## src/rtl/pvbf_pkg.sv

```systemverilog
// Package for the phase vocoder bin frequency block.
// Types, register codes and reset values; no dependencies.
package pvbf_pkg;

   localparam int BIN_COUNT_DEFAULT = 1024;
   localparam int BIN_W             = 10;
   localparam int PHASE_W           = 16;
   localparam int FREQ_W            = 32;
   localparam int TDATA_W           = 64;
   localparam int CSR_INDEX_W       = 2;
   localparam int CSR_DATA_W        = 32;

   localparam logic [15:0] HOP_ADVANCE_RESET   = 16'd16384;
   localparam logic [31:0] ANGLE_TO_FREQ_RESET = 32'd6000;
   localparam logic [31:0] BIN_SPACING_RESET   = 32'd1500;
   localparam logic [31:0] FREQ_TO_ANGLE_RESET = 32'd183251938;

   typedef enum logic {
      OP_ANALYSIS  = 1'b0,
      OP_SYNTHESIS = 1'b1
   } pvbf_op_type;

   typedef enum logic [CSR_INDEX_W-1:0] {
      CSR_HOP_ADVANCE   = 2'd0,
      CSR_ANGLE_TO_FREQ = 2'd1,
      CSR_BIN_SPACING   = 2'd2,
      CSR_FREQ_TO_ANGLE = 2'd3
   } pvbf_csr_index_type;

   typedef struct packed {
      logic [15:0] hop_advance_angle;
      logic [31:0] angle_to_freq_gain;
      logic [31:0] bin_spacing_freq;
      logic [31:0] freq_to_angle_gain;
   } pvbf_cfg_type;

   typedef struct packed {
      logic load;
      logic write;
   } pvbf_store_ctl_type;

endpackage

```

## src/rtl/pvbf_csr.sv

```systemverilog
// Configuration registers of the phase vocoder bin frequency block.
// Depends on pvbf_pkg.
module pvbf_csr (
   input  logic                                clock,
   input  logic                                reset,
   input  logic                                csr_valid,
   output logic                                csr_ready,
   input  logic [pvbf_pkg::CSR_INDEX_W-1:0]    csr_index,
   input  logic [pvbf_pkg::CSR_DATA_W-1:0]     csr_data,
   output pvbf_pkg::pvbf_cfg_type              cfg
);

   pvbf_pkg::pvbf_cfg_type cfg_ff;
   pvbf_pkg::pvbf_cfg_type cfg_in;

   assign csr_ready = 1'b1;
   assign cfg       = cfg_ff;

   always_comb begin
      cfg_in = cfg_ff;
      if (csr_valid) begin
         unique case (pvbf_pkg::pvbf_csr_index_type'(csr_index))
            pvbf_pkg::CSR_HOP_ADVANCE:   cfg_in.hop_advance_angle  = csr_data[15:0];
            pvbf_pkg::CSR_ANGLE_TO_FREQ: cfg_in.angle_to_freq_gain = csr_data;
            pvbf_pkg::CSR_BIN_SPACING:   cfg_in.bin_spacing_freq   = csr_data;
            pvbf_pkg::CSR_FREQ_TO_ANGLE: cfg_in.freq_to_angle_gain = csr_data;
            default:                     cfg_in = cfg_ff;
         endcase
      end
   end

   always_ff @(posedge clock) begin
      if (reset) begin
         cfg_ff.hop_advance_angle  <= pvbf_pkg::HOP_ADVANCE_RESET;
         cfg_ff.angle_to_freq_gain <= pvbf_pkg::ANGLE_TO_FREQ_RESET;
         cfg_ff.bin_spacing_freq   <= pvbf_pkg::BIN_SPACING_RESET;
         cfg_ff.freq_to_angle_gain <= pvbf_pkg::FREQ_TO_ANGLE_RESET;
      end else begin
         cfg_ff <= cfg_in;
      end
   end

endmodule

```

## config.mk

```make
export PLATFORM = sky130hd
export DESIGN_NAME = pvbf_csr
export DESIGN_NICKNAME = d
export VERILOG_FILES = /design/src/rtl/pvbf_pkg.sv /design/src/rtl/pvbf_csr.sv
export SDC_FILE = /design/constraint.sdc
export NUM_CORES = 1
export LEC_CHECK = 0
export BUFFER_PORTS_ARGS = -buffer_cell sky130_fd_sc_hd__buf_4
export CORE_AREA = 8 8 127 129
export CTS_BUF_LIST = sky130_fd_sc_hd__clkbuf_2
export DETAILED_ROUTE_END_ITERATION = 8
export DIE_AREA = 0 0 135 137
export GPL_TIMING_DRIVEN = 1
export PLACE_DENSITY = 0.59
export SYNTH_ARGS = -nofsm -noshare
export SYNTH_HDL_FRONTEND = slang
export SYNTH_SLANG_ARGS = --single-unit
```

## constraint.sdc

```tcl
create_clock -name clock -period 1.7 [get_ports clock]
set_clock_uncertainty 0.1 [all_clocks]
set_input_delay 0.34 -clock clock [delete_from_list [all_inputs] [get_ports clock]]
set_output_delay 0.34 -clock clock [all_outputs]
set_load 0.01 [all_outputs]
```

Word-level counts from Yosys, hierarchy flattened
Index checks and enable logic that the tools add are counted.

storage, ports and cells
  output and inout bits = 113
  bits of input ports = 37
  flip-flop bits (word level) = 112
  logic and storage cells = 12

operators by class
  eq/ne operators = 3
  reductions and logical operators = 5

operators by type and width
  cell                count
  $reduce_and 2->1    4
  $eq 2x2->1 const B  2
  $eq 2x1->1 const B  1
  $logic_not 2->1     1

Longest topological paths before layout
Gate-level depths: netlist of run 1.

  depth in word-level cells = 2
  mapped depth = 5
  depth with buffers taken out = 2

Least setup slack after synthesis of run 1
No wires, ideal clock.

  path kind = input to register
  start = input port csr_index[0] (netlist bit)
  end = register cfg_ff, in the netlist cfg[107]
  setup time = 121 ps
  buffers on the path = 2
  path slack = 404 ps
  arrival time = 1075 ps
  required time = 1479 ps
  stages on the path = 4
  cell sequence = buf_2 > or3b_1 > buf_6 > mux2i_1

between the ends
  cells in the longest elaborated chain, start to end = 2

ends and longest elaborated chain
  item                        line            RTL
  from (decl)                 pvbf_csr.sv:8   input logic [pvbf_pkg::CSR_INDEX_W-1:0] csr_index,
  $logic_not 2->1             pvbf_csr.sv:22  unique case (pvbf_pkg::pvbf_csr_index_type'(csr_index))
  $reduce_and 2->1 (no line)  n/a
  to (signal assigned)        pvbf_csr.sv:39  cfg_ff <= cfg_in;
  to (decl)                   pvbf_csr.sv:13  pvbf_pkg::pvbf_cfg_type cfg_ff;

No other way between the ends.
A chain may end at the register's enable or synchronous reset.

Worst setup path in the final report of run 1
  start = register cfg_ff, in the netlist cfg[33]
  end = output port cfg[33] (netlist bit)

RTL lines
  item       line            RTL
  to (decl)  pvbf_csr.sv:10  output pvbf_pkg::pvbf_cfg_type cfg

No word-level cell between the ends.

==> results of run 1 <==
cell usage in the layout, fill, tap and decap left out:
cell type / count
and3_1: 1
buf_12: 6
buf_4: 150
conb_1: 1
nand3_2: 1
dfxtp_2: 1
clkinv_1: 1
nor3b_2: 1
diode_2: 1
or3b_1: 1
dfxtp_1: 111
clkinv_2: 1
nand3b_1: 2
nor2_1: 50
and3b_1: 1
dlygate4sd3_1: 33
clkbuf_2: 12
mux2i_1: 112
and3b_2: 1
nand2b_1: 114
path summary, 6_finish.rpt:
path,startpoint,endpoint,slack (ns),depth (start not counted)
hold / removal,csr_index[0],cfg[99],0.16,4
hold reg to reg,cfg[2],cfg[2],0.39,2
setup / recovery,cfg[33],cfg[33],0.11,1
setup reg to reg,cfg[43],cfg[43],0.93,2
per-stage QoR:
step           setup slack (ns)  hold WS, ns  instance area [µm²]  instances
3_5_place_dp              0.239        0.364                 5820        737
4_1_cts                  0.0255       0.0980                 6210        784
2_1_floorplan             0.404        0.393                 4530        430
3_3_place_gp              0.264        0.361                 5820        737
6_report                  0.107        0.160                 6220        785
5_1_grt              -0.0000544        0.112                 6220        785
cell families (layout without fill, tap and decap cells):
family	after synthesis	count (layout)	share of synthesized area (%)
AND/OR/NAND/NOR	172	172	21.2
other	1	2	0.0828
buffers and inverters	33	203	4.47
flip-flops	112	112	49.5
multiplexers	112	112	24.7
cell usage after synthesis:
master | number | share of area [%]
nand2b_1 | 114 | 16
dfxtp_1 | 112 | 49
mux2i_1 | 112 | 25
nor2_1 | 50 | 4.1
buf_2 | 12 | 1.3
clkbuf_1 | 10 | 0.83
buf_6 | 6 | 1.5
buf_4 | 5 | 0.83
and3b_1 | 2 | 0.39
nand3b_1 | 2 | 0.33
and3_1 | 1 | 0.14
conb_1 | 1 | 0.083
nand3_1 | 1 | 0.11
nor3b_1 | 1 | 0.17
or3b_1 | 1 | 0.19
cell type report:
| cell class | instances | area (µm²) | area share [%] |
|---|---|---|---|
| sequential | 112 | 2240 | 36.1 |
| multi-input combinational | 285 | 2100 | 33.7 |
| timing repair buffer | 189 | 1580 | 25.4 |
| tap | 184 | 230 | 3.70 |
| clock buffer | 12 | 60.1 | 0.966 |
| clock inverter | 2 | 8.76 | 0.141 |
| antenna | 1 | 2.50 | 0.0402 |
tightest hold or removal path, stage by stage:
cell     delay [ns]
buf_4          0.12
nor3b_2        0.05
buf_4          0.19
mux2i_1        0.13
layer usage:
layer | wire (µm) | track usage, % | vias up
met2 | 6010 | 22.1 | 89
met5 | 0 | 0 | -
li1 | - | - | 1731
met3 | 901 | 4.59 | 16
met1 | 5350 | 15.2 | 1614
met4 | 250 | 6.11 | 0
power by group through the flow:
| stage | logic (mW) | registers [mW] | clock network, mW |
|---|---|---|---|
| 3_3_place_gp | 0.623 | 2.83 | 0 |
| 5_1_grt | 0.742 | 2.80 | 1.18 |
| 3_5_place_dp | 0.635 | 2.83 | 0 |
| 6_report | 0.685 | 2.78 | 1.01 |
| 4_1_cts | 0.697 | 2.79 | 1.08 |
| 2_1_floorplan | 0.292 | 2.87 | 0 |
what timing repair did:
action | in CTS | in global routing
hold buffers | 33 | 0
hold endpoints to repair | 112 | 0
setup endpoints to repair | 0 | 1
gates resized for setup | 0 | 1
==> results_dict.tcl, run 1 <==
set metrics [dict create \
    run_status "completed" \
    sw_frac_of_total_pct 26.5 \
    track_usage_pct 13.3 \
    die_area_mm2 0.0185 \
    vias_per_cell 4.39 \
    grt_max_degree 58 \
    setup.worst_path.class "flip-flop to output pin" \
    worstPathMaxFanout 2 \
    tns_ns 0 \
    ys_seq_area_share_pct 49.5 \
    syn_nets 467 \
    cts_num_sinks 112 \
    dp_hpwl_um 8950 \
    start_kind "flip-flop" \
    required_ns 1.26 \
    crit_chain "buf_4" \
    dieHeight_um 137 \
    clkTransAtPathRegs_ns 0.27 \
    routed-via-count 3450 \
    antenna_left 0 \
    arrival_ns 1.15 \
    dieWidth_um 135 \
    report.final.slew_viol_count 0 \
    rows 44 \
    finalHoldViolCount 0 \
    drt_wl_total_um 12500 \
    layout-drive-gt1-share_pct 28.8 \
    powerDensity_mw_per_mm2 721 \
    seq_power_share_pct 62.1 \
    syn_area_per_cell_um2 10.5 \
    grt_first_pass_wirelength_um 19300 \
    syn_area_mm2 0.00453 \
    drc_errors 0 \
    path_delay_family "flip-flops" \
    numPortBuffers 148 \
    grt_overflow 0 \
    clockBufferDepth 2 \
    internal_power_mw 3.29 \
    critPathBufInv 1 \
    grt_antenna_before_repair 1 \
    wl_per_cell_um 15.9 \
    peakVddDrop_mv 0.381 \
    fp.coreArea_mm2 0.0142 \
    total_power_mw 4.48 \
    io_pins 150 \
    yosysWarnings 0 \
    nets 634 \
    pwr-share-clk_pct 22.6 \
    root_buffer "clkbuf_2" \
    place.gp.congestion 0.755 \
    crit_path_top_delay_cell "dfxtp_1" \
    synthToLayoutAreaGrowth_pct 37.3 \
    n_fill_cell 1407 \
    max_stage_delay_ns 0.43 \
    yosys_register_bits 112 \
    fmax_ghz 0.628 \
    end_kind "output pin" \
    min_path_type "primary input to flip-flop" \
    h-tree-depth 3 \
    ys_types 15 \
    utilization_pct 43.8 \
    postSynthCellCount 430 \
    cts_tree "done" \
    pwr-share-comb_pct 15.3 \
    p_sw_mw 1.19 \
    drt_first_pass_iters 4 \
    start_util_pct 31.9 \
    drtIter0Drc 153 \
    clock_latency_ns 0.56 \
    fin_crit_sh_pct 93.7 \
    postCtsSetupRepairBufs 0 \
    largest_register_ffs 112 \
    drv_cap 0 \
    setup_viol 0 \
    grt_pass1_vias 3597 \
    cts_made_buffers 9 \
    power.leakage_nw 2.88 \
    period_minus_slack_ns 1.59 \
]
Power figures use the tool's default switching activity.
==> run 2, diff against run 1 <==
--- a/config.mk
+++ b/config.mk
@@ -5,11 +5,12 @@
 export SDC_FILE = /design/constraint.sdc
 export NUM_CORES = 1
 export LEC_CHECK = 0
+export ABC_AREA = 1
 export BUFFER_PORTS_ARGS = -buffer_cell sky130_fd_sc_hd__buf_4
-export CORE_AREA = 8 8 127 129
+export CORE_AREA = 8 8 126 128
 export CTS_BUF_LIST = sky130_fd_sc_hd__clkbuf_2
 export DETAILED_ROUTE_END_ITERATION = 8
-export DIE_AREA = 0 0 135 137
+export DIE_AREA = 0 0 134 136
 export GPL_TIMING_DRIVEN = 1
 export PLACE_DENSITY = 0.59
 export SYNTH_ARGS = -nofsm -noshare
==> run 2 against run 1 <==
Net effect:
- register-to-register slack hardly changed
- sequential cell count did not move
- worst hold slack worse by 0.076 ns
- via count up 24%
- fmax is 0.78% lower
- total power grew 6.5%
- final cell count increased by 30%
- count of clock-buffer cells in the layout grew 1
- largest cell class unchanged
==> results_dict.tcl, run 2 <==
set metrics [dict create \
    start_util_pct 31.7 \
    largest_register_ffs 112 \
    track_usage_pct 14.8 \
    syn_area_mm2 0.00445 \
    synth-edff-count 0 \
    antenna_cells 0 \
    path_delay_family "flip-flops" \
    end_kind "output pin" \
    use_met3_pct 5.32 \
    min_path_type "primary input to flip-flop" \
    place_area_mm2 0.00579 \
    critPathBufInv 1 \
    r2r_cells 4 \
    run_status "completed" \
    power.leakage_nw 3.37 \
    drt_first_pass_iters 4 \
    setup.worst_path.class "flip-flop to output pin" \
    synthFlopType "dfxtp_1" \
    internal_power_mw 3.39 \
    fmax_ghz 0.623 \
    io_pins 150 \
    cts_made_buffers 9 \
    worst_pin_slew_ns 0.510 \
    yosys_register_bits 112 \
    final_area_mm2 0.00620 \
    fin_crit_sh_pct 94.4 \
    pwr-share-comb_pct 18.6 \
    grt_first_pass_wirelength_um 21500 \
    dieHeight_um 136 \
    layout-drive-gt1-share_pct 21.8 \
    drtIter0Drc 311 \
    die_area_mm2 0.0182 \
    yosysMostFrequentCell "nand2_1" \
    period_minus_slack_ns 1.61 \
    place.gp.congestion 0.748 \
    start_kind "flip-flop" \
    vias_per_cell 4.18 \
    worst-path-stages 1 \
    setup_ws_ns 0.0946 \
    synthArstFlopShare_pct 0 \
    max_stage_delay_ns 0.42 \
    synth_top_area_share_pct 50.4 \
    p_sw_mw 1.38 \
    syn_area_per_cell_um2 6.70 \
    syn_nets 701 \
    min_path_cells 4 \
    synthToLayoutAreaGrowth_pct 39.4 \
    yosysWarnings 0 \
    peakVddDrop_mv 0.313 \
    h-tree-depth 3 \
    cts_tree "done" \
    yosys-top-cells-area "dfxtp_1 (50%), nand2_1 (17%), nor2_1 (13%)" \
    final_common_cell "nand2_1" \
    synth_common_cells "nand2_1 (203), nor2_1 (151), dfxtp_1 (112)" \
    pwr-share-clk_pct 21.8 \
    yosysTopAreaCell "dfxtp_1" \
    finalHoldViolCount 0 \
    rrSetupSlack_ns 0.92 \
    antenna_left 0 \
    grtUsageMet2_pct 21.9 \
    seq_power_share_pct 59.7 \
    powerDensity_mw_per_mm2 770 \
    layout.cells.most_common_list "nand2_1 (203), buf_4 (157), nor2_1 (150), dfxtp_1 (110), inv_1 (85)" \
    report.final.slew_viol_count 0 \
    root_buffer "clkbuf_2" \
    dieWidth_um 134 \
    sw_frac_of_total_pct 29.0 \
    ys_seq_area_share_pct 50.4 \
    clockBufferDepth 2 \
    post-place-ws_ns 0.370 \
    ys_types 12 \
    dp_hpwl_um 9230 \
    grt_max_degree 75 \
    grt_pass1_vias 3952 \
    crit_chain "buf_4" \
    arrival_ns 1.17 \
    grt_util_met1_pct 19.2 \
    required_ns 1.26 \
    cts_num_sinks 112 \
    rows 44 \
    drt_wl_total_um 13500 \
    numPortBuffers 148 \
    grt_antenna_before_repair 0 \
    grt_overflow 0 \
    postCtsSetupRepairBufs 0 \
    crit_path_top_delay_cell "dfxtp_1" \
    setup_viol 0 \
    drc_errors 0 \
    postSynthCellCount 664 \
    worstPathMaxFanout 2 \
    busiest_layer "met2" \
    fp.coreArea_mm2 0.0140 \
    drv_cap 0 \
    nets 868 \
    routed-via-count 4262 \
    tns_ns 0 \
    clkTransAtPathRegs_ns 0.27 \
    clock_latency_ns 0.59 \
    max_slew_margin_pct 65.8 \
    wl_per_cell_um 13.3 \
    rsz0062_at_grt "false" \
]
==> run 2: area by class of cell <==
type                    count  area (µm²)
clock inverters             2        7.51
fillers                  1449        7830
well taps                 184         230
repair buffers            196        1620
inverters                  86         324
flip-flops and latches    112        2240
multi-input cells         426        1710
clock buffers              13        65.1
==> run 2: metal layers <==
layer | part of all wire, % | vias up
li1 | - | 2296
met1 | 47 | 1851
met2 | 44 | 104
met3 | 7.9 | 11
met4 | 1.3 | 0
met5 | 0 | -
==> run 2: cells by family (layout without fill, tap and decap cells) <==
group                  Yosys count  after routing  synth area share, %
flip-flops                     112            112                 50.4
buffers and inverters          126            297                 11.5
other                            1              1               0.0842
AND/OR/NAND/NOR                410            410                 36.3
AO/OA/AOI/OAI                   15             15                 1.69
==> run 2: stage by stage <==
stage	power (mW)	util [%]	hold slack, ns	cells
global placement	3.73	41.2	0.348	970
floorplan	3.30	-	0.353	664
CTS	4.88	44.2	0.00237	1019
finish	4.77	44.2	0.0841	1019
detailed placement	3.73	41.2	0.349	970
global route	5.06	44.2	0.0126	1019
==> run 2: final timing paths <==
kind / from / to
worst min-delay path: reset / cfg[13]
worst min register to register: cfg[38] / cfg[38]
worst max register to register: cfg[17] / cfg[17]
worst max-delay path: cfg[6] / cfg[6]
==> run 2: worst min-delay path: cells and delay by family <==
kind                   cells  cell delay, ns
and+or+nand+nor            1            0.09
buffers and inverters      3            0.34
==> run 2: timing repair <==
| item | CTS | global route |
|---|---|---|
| setup endpoints to repair | 1 | 1 |
| resized for setup | 1 | 1 |
| hold buffers | 34 | 0 |
| endpoints found under the hold margin | 112 | 0 |
==> run 2: power by group through the flow <==
| stage | Combinational, mW | Sequential, mW | Clock [mW] |
|---|---|---|---|
| detailed placement | 0.837 | 2.90 | 0 |
| global route | 0.995 | 2.87 | 1.20 |
| CTS | 0.904 | 2.85 | 1.12 |
| floorplan | 0.342 | 2.95 | 0 |
| global placement | 0.835 | 2.90 | 0 |
| finish | 0.888 | 2.85 | 1.04 |
==> run 3, diff against run 2 <==
--- a/config.mk
+++ b/config.mk
@@ -8,7 +8,7 @@
 export ABC_AREA = 1
 export BUFFER_PORTS_ARGS = -buffer_cell sky130_fd_sc_hd__buf_4
 export CORE_AREA = 8 8 126 128
-export CTS_BUF_LIST = sky130_fd_sc_hd__clkbuf_2
+export CTS_BUF_LIST = sky130_fd_sc_hd__clkbuf_8
 export DETAILED_ROUTE_END_ITERATION = 8
 export DIE_AREA = 0 0 134 136
 export GPL_TIMING_DRIVEN = 1
==> run 3 against run 2 <==
Net effect:
- via count fell by 2.5%
- cell area is 4.0% lower
- sequential share of layout area increased by 1.5 points
- worst hold slack lost 0.0094 ns
- total power up 7.3%
- non-clock buffer count down 34
- routed wire length is 2.2% lower
- register-to-register slack improved by 0.02 ns
- final cell count is 3.3% lower
- largest cell class unchanged
- global-route usage is 0.27 points lower
- worst setup slack improved by 0.25 ns
==> results_dict.tcl, run 3 (synthesis results as in run 2) <==
set metrics [dict create \
    run_status "completed" \
    crit_path_top_delay_cell "dfxtp_1" \
    setup_viol 0 \
    rsz0062_at_grt "false" \
    io_pins 150 \
    h-tree-depth 3 \
    grt_overflow 0 \
    clock_latency_ns 0.38 \
    place.gp.congestion 0.748 \
    worst_pin_slew_ns 0.510 \
    layout.cells.most_common_list "nand2_1 (203), buf_4 (157), nor2_1 (150), dfxtp_1 (112), inv_1 (89)" \
    die_area_mm2 0.0182 \
    drtIter0Drc 276 \
    path_delay_family "flip-flops" \
    required_ns 1.26 \
    vias_per_cell 4.22 \
    crit_chain "buf_4" \
    seq_power_share_pct 55.4 \
    end_kind "output pin" \
    track_usage_pct 14.6 \
    drv_cap 0 \
    rows 44 \
    internal_power_mw 3.72 \
    start_util_pct 31.7 \
    grt_antenna_before_repair 0 \
    numPortBuffers 148 \
    arrival_ns 0.92 \
    fp.coreArea_mm2 0.0140 \
    report.final.slew_viol_count 0 \
    worstPathMaxFanout 2 \
    cts_tree "done" \
    cts_hold_buf 0 \
    drt_wl_total_um 13200 \
    max_stage_delay_ns 0.39 \
    synthToLayoutAreaGrowth_pct 33.8 \
    dieWidth_um 134 \
    fin_crit_sh_pct 80.0 \
    drc_errors 0 \
    start_kind "flip-flop" \
    nets 834 \
    dp_hpwl_um 9230 \
    final_common_cell "nand2_1" \
    powerDensity_mw_per_mm2 860 \
    clockBufferDepth 2 \
    cts_made_buffers 9 \
    drt_first_pass_iters 5 \
    grt_pass1_vias 3815 \
    antenna_left 0 \
    sw_frac_of_total_pct 27.5 \
    max_slew_margin_pct 65.9 \
    p_sw_mw 1.41 \
    root_buffer "clkbuf_8" \
    dieHeight_um 136 \
    grt_first_pass_wirelength_um 21000 \
    postCtsSetupRepairBufs 0 \
    period_minus_slack_ns 1.36 \
    wl_per_cell_um 13.4 \
    largest_register_ffs 112 \
    finalHoldViolCount 0 \
    critPathBufInv 1 \
    pwr-share-clk_pct 28.5 \
    routed-via-count 4155 \
    antenna_cells 0 \
    fmax_ghz 0.736 \
    layout-drive-gt1-share_pct 22.2 \
    cts_num_sinks 112 \
    total_power_mw 5.12 \
    setup.worst_path.class "flip-flop to output pin" \
    ctsResizeCount 0 \
    clkTransAtPathRegs_ns 0.10 \
    min_path_type "primary input to flip-flop" \
    power.leakage_nw 3.27 \
    pwr-share-comb_pct 16.1 \
    grt_max_degree 75 \
    peakVddDrop_mv 0.322 \
    tns_ns 0 \
    n_fill_cell 1481 \
]
-- run 3: final timing paths --
check          startpoint  endpoint  slack, ns  cells past startpoint
max                cfg[7]    cfg[7]       0.34                      1
min          csr_data[21]   cfg[21]       0.07                      3
max reg2reg       cfg[17]   cfg[17]       0.94                      4
min reg2reg       cfg[38]   cfg[38]       0.37                      2
-- run 3: power groups by stage --
| stage | registers [mW] | clock network (mW) | logic [mW] |
|---|---|---|---|
| 2_1_floorplan | 2.95 | 0 | 0.342 |
| 3_3_place_gp | 2.90 | 0 | 0.835 |
| 3_5_place_dp | 2.90 | 0 | 0.837 |
| 4_1_cts | 2.84 | 1.54 | 0.841 |
| 5_1_grt | 2.86 | 1.63 | 0.928 |
| 6_report | 2.84 | 1.46 | 0.825 |
-- run 3: layout make-up --
cell class                      count  area [µm²]  share of cell area (%)
Sequential cell                   112        2240                    37.6
Inverter                           86         324                    5.44
Clock inverter                      4        15.0                   0.252
Timing Repair Buffer              162        1280                    21.5
Multi-Input combinational cell    426        1710                    28.8
Clock buffer                       11         151                    2.54
Tap cell                          184         230                    3.87
-- run 3: metal layers --
layer,GRT usage (%),wire (µm),vias to the layer above
met3,5.32,1100,12
met5,0,0,-
met2,21.3,5730,117
li1,-,-,2223
met4,5.86,209,0
met1,19.0,6190,1803
-- run 3: worst register-to-register path, stage by stage (launching register included) --
cell and delay, ns:
dfxtp_1 0.34, inv_1 0.04, nand2_1 0.05, nand2_1 0.05, nor2_1 0.11
-- run 3: stage by stage --
stage,hold WS (ns),cells,instance area (µm²),setup WS (ns),util (%)
floorplan,0.353,664,4450,0.394,-
global placement,0.348,970,5790,0.383,41.2
detailed placement,0.349,970,5790,0.370,41.2
CTS,0.0486,985,5960,0.319,42.4
global route,0.0604,985,5960,0.285,42.4
finish,0.0748,985,5960,0.340,42.4
